File: config.mk
export PLATFORM = sky130hd
export DESIGN_NAME = tim_element_builder
export DESIGN_NICKNAME = d
export VERILOG_FILES = /design/src/rtl/core/tim_pkg.sv /design/src/rtl/core/tim_bitmap_store.sv /design/src/rtl/core/tim_element_builder.sv
export SDC_FILE = /design/constraint.sdc
export NUM_CORES = 2
export LEC_CHECK = 0
export BUFFER_PORTS_ARGS = -buffer_cell sky130_fd_sc_hd__buf_2
export CAP_MARGIN = 5
export CORE_ASPECT_RATIO = 1.5
export CORE_UTILIZATION = 66
export CTS_CLUSTER_DIAMETER = 150
export DETAILED_ROUTE_END_ITERATION = 8
export GPL_ROUTABILITY_DRIVEN = 0
export GPL_TIMING_DRIVEN = 1
export HOLD_SLACK_MARGIN = 0.06
export PLACE_DENSITY = 0.89
export SLEW_MARGIN = 20
export SYNTH_ARGS = -nofsm -noshare
export SYNTH_HDL_FRONTEND = slang
export SYNTH_HIERARCHICAL = 1
export SYNTH_SLANG_ARGS = --single-unit
File: constraint.sdc
create_clock -name clk_i -period 24.9 [get_ports clk_i]
set_input_delay 2.49 -clock clk_i [delete_from_list [all_inputs] [get_ports clk_i]]
set_output_delay 2.49 -clock clk_i [all_outputs]
set_load 0.03 [all_outputs]
File: src/rtl/core/tim_pkg.sv
package tim_pkg;

  // Bitmap store geometry
  localparam int unsigned BITMAP_BYTES = 128;
  localparam int unsigned BM_AW        = $clog2(BITMAP_BYTES);
  localparam int unsigned CNT_W        = $clog2(BITMAP_BYTES + 1);
  localparam int unsigned POS_W        = $clog2(BITMAP_BYTES + 6);

  // Element layout
  localparam logic [7:0]  TIM_EID      = 8'h05;
  localparam int unsigned HDR_BYTES    = 5;
  localparam int unsigned LEN_BIAS     = 3;
  localparam logic [7:0]  EMPTY_LEN    = 8'd4;
  localparam logic [7:0]  FILL_ONES    = 8'hff;
  localparam logic [7:0]  EVEN_MASK    = 8'hfe;
  localparam int unsigned WORD_BYTES   = 8;

  // Configuration register indexes
  localparam int unsigned CFG_IDX_W       = 2;
  localparam logic [CFG_IDX_W-1:0] CFG_DTIM_PERIOD = 2'd0;
  localparam logic [CFG_IDX_W-1:0] CFG_EMPTY_FILL  = 2'd1;
  localparam logic [CFG_IDX_W-1:0] CFG_SCAN_BYTES  = 2'd2;
  localparam int unsigned CFG_DATA_W      = 8;

  typedef enum logic {
    OP_WRITE = 1'b0,
    OP_BUILD = 1'b1
  } tim_op_e;

  typedef struct packed {
    logic        opcode;
    logic [6:0]  byte_index;
    logic [7:0]  byte_value;
    logic [7:0]  dtim_countdown;
    logic [10:0] dozing_stations;
  } tim_req_t;

  typedef struct packed {
    logic [63:0] element_word;
    logic [3:0]  valid_bytes;
    logic        last_word;
  } tim_rsp_t;

  // Store write and read requests
  typedef struct packed {
    logic             we;
    logic [BM_AW-1:0] waddr;
    logic [7:0]       wdata;
  } tim_wr_t;

  typedef struct packed {
    logic             re;
    logic [BM_AW-1:0] raddr;
  } tim_rd_t;

endpackage

File: src/rtl/core/tim_bitmap_store.sv
module tim_bitmap_store (
  input  logic             clk_i,
  input  logic             rst_ni,
  input  tim_pkg::tim_wr_t wr_i,
  input  tim_pkg::tim_rd_t rd_i,
  output logic [7:0]       rdata_o
);
  import tim_pkg::*;

  logic [7:0]              mem_q [BITMAP_BYTES];
  logic [BITMAP_BYTES-1:0] vld_q;
  logic [7:0]              rdata_q;
  logic                    rvld_q;

  // Mark entries written since reset
  always_ff @(posedge clk_i or negedge rst_ni) begin
    if (!rst_ni) begin
      vld_q  <= '0;
      rvld_q <= 1'b0;
    end else begin
      if (wr_i.we) begin
        vld_q[wr_i.waddr] <= 1'b1;
      end
      if (rd_i.re) begin
        rvld_q <= vld_q[rd_i.raddr];
      end
    end
  end

  // Write port and registered read port
  always_ff @(posedge clk_i) begin
    if (wr_i.we) begin
      mem_q[wr_i.waddr] <= wr_i.wdata;
    end
    if (rd_i.re) begin
      rdata_q <= mem_q[rd_i.raddr];
    end
  end

  // Unwritten entries read as zero
  assign rdata_o = rvld_q ? rdata_q : 8'h00;

endmodule

File: src/rtl/core/tim_element_builder.sv
// Channel   Direction  Handshake                  Payload
// request   in         req_valid_i / req_ready_o  req_i (tim_req_t)
// response  out        rsp_valid_o / rsp_ready_i  rsp_o (tim_rsp_t)
// config    in         cfg_we_i                   cfg_idx_i, cfg_data_i
//
// A write request leaves the block idle; writes can arrive back to back.
// A build request scans the store with one read a cycle (skipped when no station dozes
// or the scan count is zero), then emits one element byte a cycle (length + 2 bytes),
// one word per 8 bytes; the single read port of the bitmap store sets both rates.
// Reset clears the store through per-entry valid bits, with no clearing pass.
// A stalled response holds the byte stream; no new request is taken until the
// element has been handed to the output register.
module tim_element_builder (
  input  logic                             clk_i,
  input  logic                             rst_ni,
  input  logic                             req_valid_i,
  output logic                             req_ready_o,
  input  tim_pkg::tim_req_t                req_i,
  output logic                             rsp_valid_o,
  input  logic                             rsp_ready_i,
  output tim_pkg::tim_rsp_t                rsp_o,
  input  logic                             cfg_we_i,
  input  logic [tim_pkg::CFG_IDX_W-1:0]    cfg_idx_i,
  input  logic [tim_pkg::CFG_DATA_W-1:0]   cfg_data_i
);
  import tim_pkg::*;

  typedef enum logic [1:0] {
    ST_IDLE,
    ST_SCAN,
    ST_SCAN_END,
    ST_EMIT
  } state_e;

  state_e           state_q, state_d;
  logic [7:0]       dtim_period_q, dtim_period_d;
  logic             fill_ones_q, fill_ones_d;
  logic [7:0]       scan_cfg_q, scan_cfg_d;
  logic [7:0]       dcount_q, dcount_d;
  logic             found_q, found_d;
  logic [BM_AW-1:0] n1_q, n1_d;
  logic [BM_AW-1:0] n2_q, n2_d;
  logic [CNT_W-1:0] scan_lim_q, scan_lim_d;
  logic [CNT_W-1:0] sa_q, sa_d;
  logic [BM_AW-1:0] sd_idx_q, sd_idx_d;
  logic             sd_vld_q, sd_vld_d;
  logic [POS_W-1:0] pos_q, pos_d;
  logic [CNT_W-1:0] rd_off_q, rd_off_d;
  logic             dv_q, dv_d;
  logic [63:0]      wbuf_q, wbuf_d;
  logic [2:0]       wcnt_q, wcnt_d;
  tim_rsp_t         rsp_q, rsp_d;
  logic             rsp_valid_q, rsp_valid_d;

  tim_wr_t          st_wr;
  tim_rd_t          st_rd;
  logic [7:0]       rd_byte;

  logic             req_fire;
  logic [CNT_W-1:0] scan_sat;
  logic [CNT_W-1:0] cnt;
  logic [CNT_W-1:0] rd_addr_full;
  logic [POS_W-1:0] total_len;
  logic             is_last;
  logic             is_hdr;
  logic [7:0]       cur_byte;
  logic             byte_avail;
  logic             completes;
  logic             out_free;
  logic             consume;
  logic             consume_mem;
  logic             issue;
  logic [63:0]      merged;

  tim_bitmap_store u_store (
    .clk_i   (clk_i),
    .rst_ni  (rst_ni),
    .wr_i    (st_wr),
    .rd_i    (st_rd),
    .rdata_o (rd_byte)
  );

  assign req_ready_o = (state_q == ST_IDLE);
  assign req_fire    = req_valid_i && req_ready_o;
  assign rsp_valid_o = rsp_valid_q;
  assign rsp_o       = rsp_q;

  // Saturate the configured scan count to the store depth
  assign scan_sat = (32'(scan_cfg_q) > BITMAP_BYTES) ? CNT_W'(BITMAP_BYTES)
                                                     : CNT_W'(scan_cfg_q);

  // Element geometry from the scan result
  assign cnt          = CNT_W'(n2_q) - CNT_W'(n1_q) + CNT_W'(1);
  assign rd_addr_full = CNT_W'(n1_q) + rd_off_q;
  assign total_len    = found_q ? POS_W'(32'(cnt) + HDR_BYTES) : POS_W'(HDR_BYTES + 1);
  assign is_last      = (pos_q == total_len - POS_W'(1));
  assign is_hdr       = (32'(pos_q) < HDR_BYTES);

  // Select the byte at the current stream position
  always_comb begin
    cur_byte = found_q ? rd_byte : (fill_ones_q ? FILL_ONES : 8'h00);
    case (pos_q)
      POS_W'(0): cur_byte = TIM_EID;
      POS_W'(1): cur_byte = found_q ? 8'(32'(cnt) + LEN_BIAS) : EMPTY_LEN;
      POS_W'(2): cur_byte = dcount_q;
      POS_W'(3): cur_byte = dtim_period_q;
      POS_W'(4): cur_byte = found_q ? (8'(n1_q) & EVEN_MASK) : 8'h00;
      default:   ;
    endcase
  end

  // Byte flow control toward the output register
  assign byte_avail  = is_hdr || !found_q || dv_q;
  assign completes   = (wcnt_q == 3'(WORD_BYTES - 1)) || is_last;
  assign out_free    = !rsp_valid_q || rsp_ready_i;
  assign consume     = (state_q == ST_EMIT) && byte_avail && (!completes || out_free);
  assign consume_mem = consume && !is_hdr && found_q;
  assign issue       = (state_q == ST_EMIT) && found_q && (rd_off_q < cnt) &&
                       (!dv_q || consume_mem);

  // Merge the current byte into the word buffer
  always_comb begin
    merged = wbuf_q;
    for (int b = 0; b < WORD_BYTES; b++) begin
      if (3'(b) == wcnt_q) begin
        merged[b*8 +: 8] = cur_byte;
      end
    end
  end

  // Store access requests
  always_comb begin
    st_wr.we    = req_fire && (req_i.opcode == OP_WRITE) &&
                  (32'(req_i.byte_index) < BITMAP_BYTES);
    st_wr.waddr = BM_AW'(req_i.byte_index);
    st_wr.wdata = req_i.byte_value;
    st_rd.re    = (state_q == ST_SCAN) || issue;
    st_rd.raddr = (state_q == ST_SCAN) ? BM_AW'(sa_q) : BM_AW'(rd_addr_full);
  end

  // Next-state logic
  always_comb begin
    state_d       = state_q;
    dtim_period_d = dtim_period_q;
    fill_ones_d   = fill_ones_q;
    scan_cfg_d    = scan_cfg_q;
    dcount_d      = dcount_q;
    found_d       = found_q;
    n1_d          = n1_q;
    n2_d          = n2_q;
    scan_lim_d    = scan_lim_q;
    sa_d          = sa_q;
    sd_idx_d      = sa_q[BM_AW-1:0];
    sd_vld_d      = (state_q == ST_SCAN);
    pos_d         = pos_q;
    rd_off_d      = rd_off_q;
    dv_d          = dv_q;
    wbuf_d        = wbuf_q;
    wcnt_d        = wcnt_q;
    rsp_d         = rsp_q;
    rsp_valid_d   = rsp_valid_q && !rsp_ready_i;

    // Apply configuration writes
    if (cfg_we_i) begin
      case (cfg_idx_i)
        CFG_DTIM_PERIOD: dtim_period_d = cfg_data_i;
        CFG_EMPTY_FILL:  fill_ones_d   = cfg_data_i[0];
        CFG_SCAN_BYTES:  scan_cfg_d    = cfg_data_i;
        default:         ;
      endcase
    end

    // Track first and last nonzero bytes while scanning
    if (sd_vld_q && (rd_byte != 8'h00)) begin
      if (!found_q) begin
        n1_d = sd_idx_q & ~BM_AW'(1);
      end
      n2_d    = sd_idx_q;
      found_d = 1'b1;
    end

    case (state_q)
      ST_IDLE: begin
        if (req_fire && (req_i.opcode == OP_BUILD)) begin
          dcount_d   = req_i.dtim_countdown;
          found_d    = 1'b0;
          n1_d       = '0;
          n2_d       = '0;
          scan_lim_d = scan_sat;
          sa_d       = '0;
          pos_d      = '0;
          rd_off_d   = '0;
          dv_d       = 1'b0;
          wbuf_d     = '0;
          wcnt_d     = '0;
          if ((req_i.dozing_stations != 11'd0) && (scan_sat != '0)) begin
            state_d = ST_SCAN;
          end else begin
            state_d = ST_EMIT;
          end
        end
      end
      ST_SCAN: begin
        if (sa_q == scan_lim_q - CNT_W'(1)) begin
          state_d = ST_SCAN_END;
        end else begin
          sa_d = sa_q + CNT_W'(1);
        end
      end
      ST_SCAN_END: begin
        state_d = ST_EMIT;
      end
      ST_EMIT: begin
        if (issue) begin
          rd_off_d = rd_off_q + CNT_W'(1);
          dv_d     = 1'b1;
        end else if (consume_mem) begin
          dv_d = 1'b0;
        end
        if (consume) begin
          pos_d = pos_q + POS_W'(1);
          if (completes) begin
            rsp_d.element_word = merged;
            rsp_d.valid_bytes  = 4'(wcnt_q) + 4'd1;
            rsp_d.last_word    = is_last;
            rsp_valid_d        = 1'b1;
            wbuf_d             = '0;
            wcnt_d             = '0;
            if (is_last) begin
              state_d = ST_IDLE;
            end
          end else begin
            wbuf_d = merged;
            wcnt_d = wcnt_q + 3'd1;
          end
        end
      end
      default: state_d = ST_IDLE;
    endcase
  end

  // Hold state, configuration and the output valid flag
  always_ff @(posedge clk_i or negedge rst_ni) begin
    if (!rst_ni) begin
      state_q       <= ST_IDLE;
      dtim_period_q <= 8'd1;
      fill_ones_q   <= 1'b0;
      scan_cfg_q    <= 8'd128;
      found_q       <= 1'b0;
      sd_vld_q      <= 1'b0;
      dv_q          <= 1'b0;
      rsp_valid_q   <= 1'b0;
      scan_lim_q    <= '0;
      sa_q          <= '0;
      pos_q         <= '0;
      rd_off_q      <= '0;
      wcnt_q        <= '0;
    end else begin
      state_q       <= state_d;
      dtim_period_q <= dtim_period_d;
      fill_ones_q   <= fill_ones_d;
      scan_cfg_q    <= scan_cfg_d;
      found_q       <= found_d;
      sd_vld_q      <= sd_vld_d;
      dv_q          <= dv_d;
      rsp_valid_q   <= rsp_valid_d;
      scan_lim_q    <= scan_lim_d;
      sa_q          <= sa_d;
      pos_q         <= pos_d;
      rd_off_q      <= rd_off_d;
      wcnt_q        <= wcnt_d;
    end
  end

  // Payload registers
  always_ff @(posedge clk_i) begin
    dcount_q <= dcount_d;
    n1_q     <= n1_d;
    n2_q     <= n2_d;
    sd_idx_q <= sd_idx_d;
    wbuf_q   <= wbuf_d;
    rsp_q    <= rsp_d;
  end

endmodule

# --- Yosys cells after proc, flatten, opt, wreduce, memory -nomap -nowiden ---
# Memory sizes are Yosys's and may differ from the RTL's. A register that Yosys moved wholly into a read port is not among the register bits.
# Cells that the tools add are included.
word_totals:
  ff_bits: 349
  ramBits: 1024
  out_inout_bits: 71
  word_cells: 179
  n_memories: 1
op_classes:
  n_addsub: 12
  order_cmp: 6
  n_eq_ne: 27
  mux: 62
  bitwise_logic: 2
  n_reduce_logical: 46
memory_table:
  columns: ["memory", "depth", "width", "read_ports", "rd_ports_with_merged_regs", "write_ports", "line_no", "rtl"]
  rows:
  - ["u_store.mem_q", 128, 8, 1, 1, 1, "tim_bitmap_store.sv:10", "logic [7:0] mem_q [BITMAP_BYTES];"]
op_table:
  columns: ["cell", "count"]
  rows:
  - ["two-way mux 64 bit", 3]
  - ["two-way mux 8 bit", 18]
  - ["OR 128 bit", 1]
  - ["case mux 64 bit (2 select lines)", 1]
  - ["two-way mux 7 bit", 9]
  - ["case mux 8 bit (2 select lines)", 3]
  - ["case mux 8 bit (5 select lines)", 1]
  - ["adder 8 x 1 -> 8 bit (second input constant)", 4]
  - ["equality test 8 x 2 -> 1 bit (second input constant)", 2]
  - ["equality test 8 bit", 2]
  - ["less-than comparator 7 x 8 -> 1 bit (second input constant)", 2]
  - ["nonzero test 8 bit", 2]
  - ["subtractor 8 x 1 -> 8 bit (second input constant)", 2]
  - ["AND reduction 3 bit", 5]
  - ["logical AND 1 bit", 14]
  - ["two-way mux 1 bit", 13]
  - ["equality test 3 bit (first input constant)", 4]
  - ["two-way mux 2 bit", 6]
  - ["nonzero test 11 bit", 1]
  - ["!= test 2 bit (second input constant)", 5]
  - ["two-way mux 3 bit", 3]
  - ["adder 8 x 2 -> 8 bit (second input constant)", 1]
  - ["adder 8 x 3 -> 8 bit (second input constant)", 1]
  - ["equality test 8 x 1 -> 1 bit (second input constant)", 1]
  - ["other kinds (30)", 51]

# --- Longest topological paths before layout ---
depth:
  depth_word: 16
  mapped_depth: 19
  mapped_depth_nobuf: 19

# --- Cells and area by module ---
# The synthesis kept the hierarchy.
by_module_without_submodules:
  columns: ["module", "n_inst", "cells_each", "area_per_inst_um2", "seq_area_each_um2"]
  rows:
  - ["tim_bitmap_store", 1, 2040, 45087.0, 34217.8]
  - ["tim_element_builder", 1, 985, 11116.9, 6108.4]

# --- Least setup slack after synthesis ---
# Ideal clock, no wire load.
synth_timing:
  path_kind: "input to register"
  startpoint: "in req_i[34] (netlist name)"
  endpoint: "reg pos_q[6]"
  setup_ns: 0.137
  arrival_time_ns: 7.820
  required_ns: 24.763
  path_slack_ns: 16.944
  path_stages: 7
  n_path_buf: 1
  path_cell_list: "nand3_1 and2_1 clkbuf_1 o41ai_2 nand4_1 xnor2_1 nor2_1"
synth_between:
  elab_chain_len: 3
synth_rtl:
  columns: ["item", "line_no", "rtl"]
  rows:
  - ["start, declared", "tim_element_builder.sv:18", "input tim_pkg::tim_req_t req_i,"]
  - ["logical AND 1 bit", "tim_element_builder.sv:184", "if (req_fire && (req_i.opcode == OP_BUILD)) begin"]
  - ["!= test 2 x 1 -> 1 bit (no source line)", null, null]
  - ["AND reduction 3 bit (no source line)", null, null]
  - ["end signal, assigned", "tim_element_builder.sv:269", "pos_q <= pos_d;"]
  - ["end, declared", "tim_element_builder.sv:47", "logic [POS_W-1:0] pos_q, pos_d;"]
# Every way passes these cells.
# A chain may end at the register's enable or synchronous reset.

==> results.py <==
metrics = {
    "setup_path": {
        "cpMostUsedCell": "sky130_fd_sc_hd__mux4_2",
        "ff2ff_path_depth": 10,
        "worstSetupStartpoint": "rd_off_q[0]",
        "crit_cells": 10,
        "endpoint": "u_store/rdata_q[6]",
        "crit_path_top_delay_cell": "sky130_fd_sc_hd__buf_4",
        "timing.critical_path.max_delay_family": "buffers and inverters",
        "max_stage_delay_ps": 970,
        "crit_arrival_ps": 6340,
        "critical_path.reg2reg.startpoint": "rd_off_q[0]",
        "r2r_slack_ps": 19010,
        "timing.critical_path.from_type": "flop",
        "worstPathMaxFanout": 77,
        "end_of_the_worst_register_to_register_path": "u_store/rdata_q[6]",
        "worst_ep_required_time_ps": 25350,
        "path_buf_inv": 3,
        "crit_chain": "ha_1 > inv_1 > fa_1 > o21ai_4 > buf_4 > buf_4 > mux4_2 > mux4_2 > mux4_2 > a2bb2oi_1",
        "worstSetupEndpointType": "flop",
        "path_class": "flop to flop",
    },
    "detailed_routing": {
        "drtAntennaViolNets": 0,
        "vias_per_cell": 7.15,
        "drt_pre_antenna_iters": 9,
        "via_count": 31300,
        "postRouteWirelength_mm": 147,
        "drcViolationCount": 1,
        "drt-initial-drc-count": 3940,
        "wl_per_cell_um": 33.6,
    },
    "power_and_ir_drop": {
        "power.sequential.fraction": 0.380,
        "switching_power_mw": 2.44,
        "pwr_density_cell_mw_per_mm2": 117,
        "power_switching_share": 0.336,
        "pwr-share-comb": 0.353,
        "max-vdd-ir-drop_mv": 0.118,
        "clock_power_share": 0.268,
        "leakage_dissipation_nw": 21.1,
        "cellInternalPower_mw": 4.81,
    },
    "global_route": {
        "vias_in_the_first_global_route": 31900,
        "met3_usage": 0.0672,
        "grt_use_met1": 0.413,
        "gr-total-overflow": 0,
        "grt_usage": 0.347,
        "grt.busiest_layer": "met2",
        "grt_first_pass_wirelength_mm": 213,
        "global_route.usage.met2": 0.581,
        "antenna_found_initial": 2,
        "grt_max_degree": 107,
    },
    "yosys": {
        "synth.cell_area_mm2": 0.0562,
        "yosys-top-cells-area": "sky130_fd_sc_hd__edfxtp_1 63%, sky130_fd_sc_hd__mux4_2 14%, sky130_fd_sc_hd__dfrtp_1 8.2%, sky130_fd_sc_hd__or2_2 1.5%, sky130_fd_sc_hd__nor2_1 1.4%",
        "sequential_share_of_the_synthesized_area": 0.717,
        "yosysWarningCount": 6,
        "ys_ff_latch": 1381,
        "synth_enable_flop_cells": 1173,
        "post_synthesis_average_cell_area_um2": 18.6,
        "synth_top_family_by_area": "multiplexers",
        "syn-num-nets": 3122,
        "synth.mux.area_fraction": 0.157,
        "synth_simple_gate_area_share": 0.0613,
        "async_flop_share": 0.135,
        "postSynth.topFlopCell": "sky130_fd_sc_hd__edfxtp_1",
        "syn_inst": 3025,
        "synthDominantAreaCellType": "sky130_fd_sc_hd__edfxtp_1",
        "synth_largest_type_area_fraction": 0.627,
        "synth.lib_cells_used.distinct": 87,
        "yosys.area_share.xor_xnor": 0.00741,
        "synth_compound_gate_area_share": 0.0290,
        "share_of_synthesized_cell_area_in_full_adder_half_adder_and_majority_cells": 0.0107,
    },
    "sta": {
        "post-route-period-util": 0.237,
        "rsz0062_at_grt": "false",
        "layout_min_cycle_time_ps": 5890,
        "finalSetupTns_ps": 0,
        "slew_at_the_pin_with_the_worst_max_slew_slack_ps": 1270,
        "timing.clock.skew_ps": 46.8,
        "max-slew-margin-rel": 0.152,
        "drv_slew": 0,
        "fmax_mhz": 170,
        "timing_hold_violations_final": 0,
        "setup_viol_count_final": 0,
    },
    "die": {
        "start_util": 0.668,
        "die_w_um": 240,
        "io_pins": 121,
        "floorplan.die.height_um": 359,
        "num_rows": 130,
        "core-area_mm2": 0.0841,
        "die_area_mm2": 0.0864,
    },
    "clock_tree": {
        "clkSinkCount": 1381,
        "cts.root.buffer_cell": "sky130_fd_sc_hd__clkbuf_16",
        "cts-htree-levels": 3,
        "cts_setup_buffers": 0,
        "post_cts_resize_count": 0,
        "clkTransAtPathRegs_ps": 70,
        "tritoncts": "yes",
        "numCtsBuffers": 114,
        "cts_stage_hold_buffer_count": 0,
        "cts.path.max_buffers": 3,
        "clock_insertion_delay_worst_skew_ps": 750,
    },
    "layout": {
        "post-route-cell-area_mm2": 0.0620,
        "areaGrowthSynthToFinish_pct": 10.3,
        "nets": 3252,
        "post_route_cells_drive_above_1_share": 0.278,
    },
    "flow_run": {
        "drv.max_cap_violation_count": 0,
    },
    "placed_design": {
        "detailed_place.area_mm2": 0.0579,
        "placement.io_buffers": 120,
        "dpl.hpwl_mm": 85.4,
    },
    "worst_hold_path": {
        "hp-class": "flop to flop",
    },
    "status": {
        "violations": "design-rule violations",
        "run_status": "finished with violations",
    },
}
[worst register-to-register path, stage by stage (launching register included)]
cell                        delay [ps]
sky130_fd_sc_hd__dfrtp_1           530
sky130_fd_sc_hd__ha_1              250
sky130_fd_sc_hd__inv_1              60
sky130_fd_sc_hd__fa_1              500
sky130_fd_sc_hd__o21ai_4           520
sky130_fd_sc_hd__buf_4             820
sky130_fd_sc_hd__buf_4            1040
sky130_fd_sc_hd__mux4_2            550
sky130_fd_sc_hd__mux4_2            580
sky130_fd_sc_hd__mux4_2            580
sky130_fd_sc_hd__a2bb2oi_1         180
[power groups by stage]
| stage | Clock [mW] | Sequential (mW) | Combinational [mW] |
|---|---|---|---|
| finish | 1.94 | 2.75 | 2.56 |
| global route | 2.03 | 2.76 | 2.64 |
| CTS | 1.95 | 2.75 | 2.49 |
| detailed placement | 0 | 2.79 | 2.41 |
| global placement | 0 | 2.79 | 2.31 |
| floorplan | 0 | 2.77 | 1.73 |
[area by class of cell]
cell class	instances	area, µm²
clock buffers	153	3210
diodes	3	7.51
repair buffers	157	962
well taps	1122	1400
inverters	60	225
fillers	4384	22100
flip-flops and latches	1381	40300
clock inverters	63	826
multi-input cells	1441	15000
[layer usage]
metal / vias up / routed length [µm]
met3: 605 / 14400
li1: 12200 / -
met5: - / 10
met1: 15900 / 46600
met4: 2 / 12000
met2: 2577 / 74500
[cell families after synthesis]
| family | Yosys count |
|---|---|
| compound gates | 232 |
| flops | 1381 |
| fa+ha+maj | 47 |
| xor+xnor | 45 |
| buf+inv | 203 |
| mux | 442 |
| simple gates | 675 |
[worst min-delay path by stage]
stage	startpoint	endpoint	slack, ps	depth (start not counted)
2_1_floorplan	sa_q[6]	sd_idx_q[6]	340	0
3_3_place_gp	u_store/vld_q[59]	u_store/vld_q[59]	450	1
3_5_place_dp	u_store/vld_q[0]	u_store/vld_q[0]	450	1
4_1_cts	u_store/vld_q[69]	u_store/vld_q[69]	470	1
5_1_grt	u_store/vld_q[19]	u_store/vld_q[19]	480	1
6_report	u_store/vld_q[69]	u_store/vld_q[69]	470	1
[synth_stat cells (all sizes together) (10+ instances only)]
cell / instances
edfxtp: 1173
mux4: 349
nor2: 206
dfrtp: 185
or2: 132
nand2: 121
clkbuf: 80
nor2b: 77
buf: 63
o21ai: 63
inv: 59
mux2i: 52
ha: 45
a21oi: 42
mux2: 41
nand3: 26
xnor2: 23
dfxtp: 21
xor2: 21
nand3b: 19
and2: 17
nand4: 17
nor3: 12
o221ai: 11
a21o: 10
a22oi: 10
nand2b: 10
nor4: 10
[state kept, by name, summed over array words and instances, names as in the netlist, 2 cells and up]
| signal | cells |
|---|---|
| u_store/mem_q | 1024 |
| u_store/vld_q | 128 |
| rsp_o | 69 |
| wbuf_q | 64 |
| dcount_q | 8 |
| dtim_period_q | 8 |
| pos_q | 8 |
| rd_off_q | 8 |
| sa_q | 8 |
| scan_cfg_q | 8 |
| scan_lim_q | 8 |
| u_store/rdata_q | 8 |
| n1_q | 7 |
| n2_q | 7 |
| sd_idx_q | 7 |
| wcnt_q | 3 |
| state_q | 2 |
[placed cells by master, fill, tap and decap left out, drive strengths merged, types with 9 or more instances in the layout]
| master | n |
|---|---|
| xnor2 | 23 |
| nand3 | 26 |
| a311oi | 9 |
| o31ai | 9 |
| o221ai | 11 |
| xor2 | 21 |
| clkinvlp | 9 |
| nand2 | 121 |
| a21o | 10 |
| dfrtp | 185 |
| or2 | 132 |
| and2 | 17 |
| clkbuf | 154 |
| a211oi | 9 |
| mux4 | 349 |
| a22oi | 10 |
| ha | 45 |
| bufinv | 17 |
| nor4 | 10 |
| a21oi | 42 |
| mux2i | 52 |
| o21ai | 63 |
| nor3 | 12 |
| nand4 | 17 |
| buf | 156 |
| nand2b | 10 |
| inv | 63 |
| nand3b | 19 |
| nor2 | 206 |
| edfxtp | 1173 |
| mux2 | 41 |
| dfxtp | 21 |
| nor2b | 77 |
| clkinv | 34 |
[stage by stage]
step            util  worst slack [ps]  std cells  hold slack, ps  power (mW)
5_1_grt        0.737             18740       4377             475        7.43
3_5_place_dp   0.689             18950       4160             449        5.21
4_1_cts        0.737             18990       4376             469        7.18
3_3_place_gp   0.688             19100       4159             446        5.09
2_1_floorplan      -             16940       3025             342        4.50
6_report       0.737             19010       4380             468        7.25
Note: power is estimated with default switching activity, not from simulation.
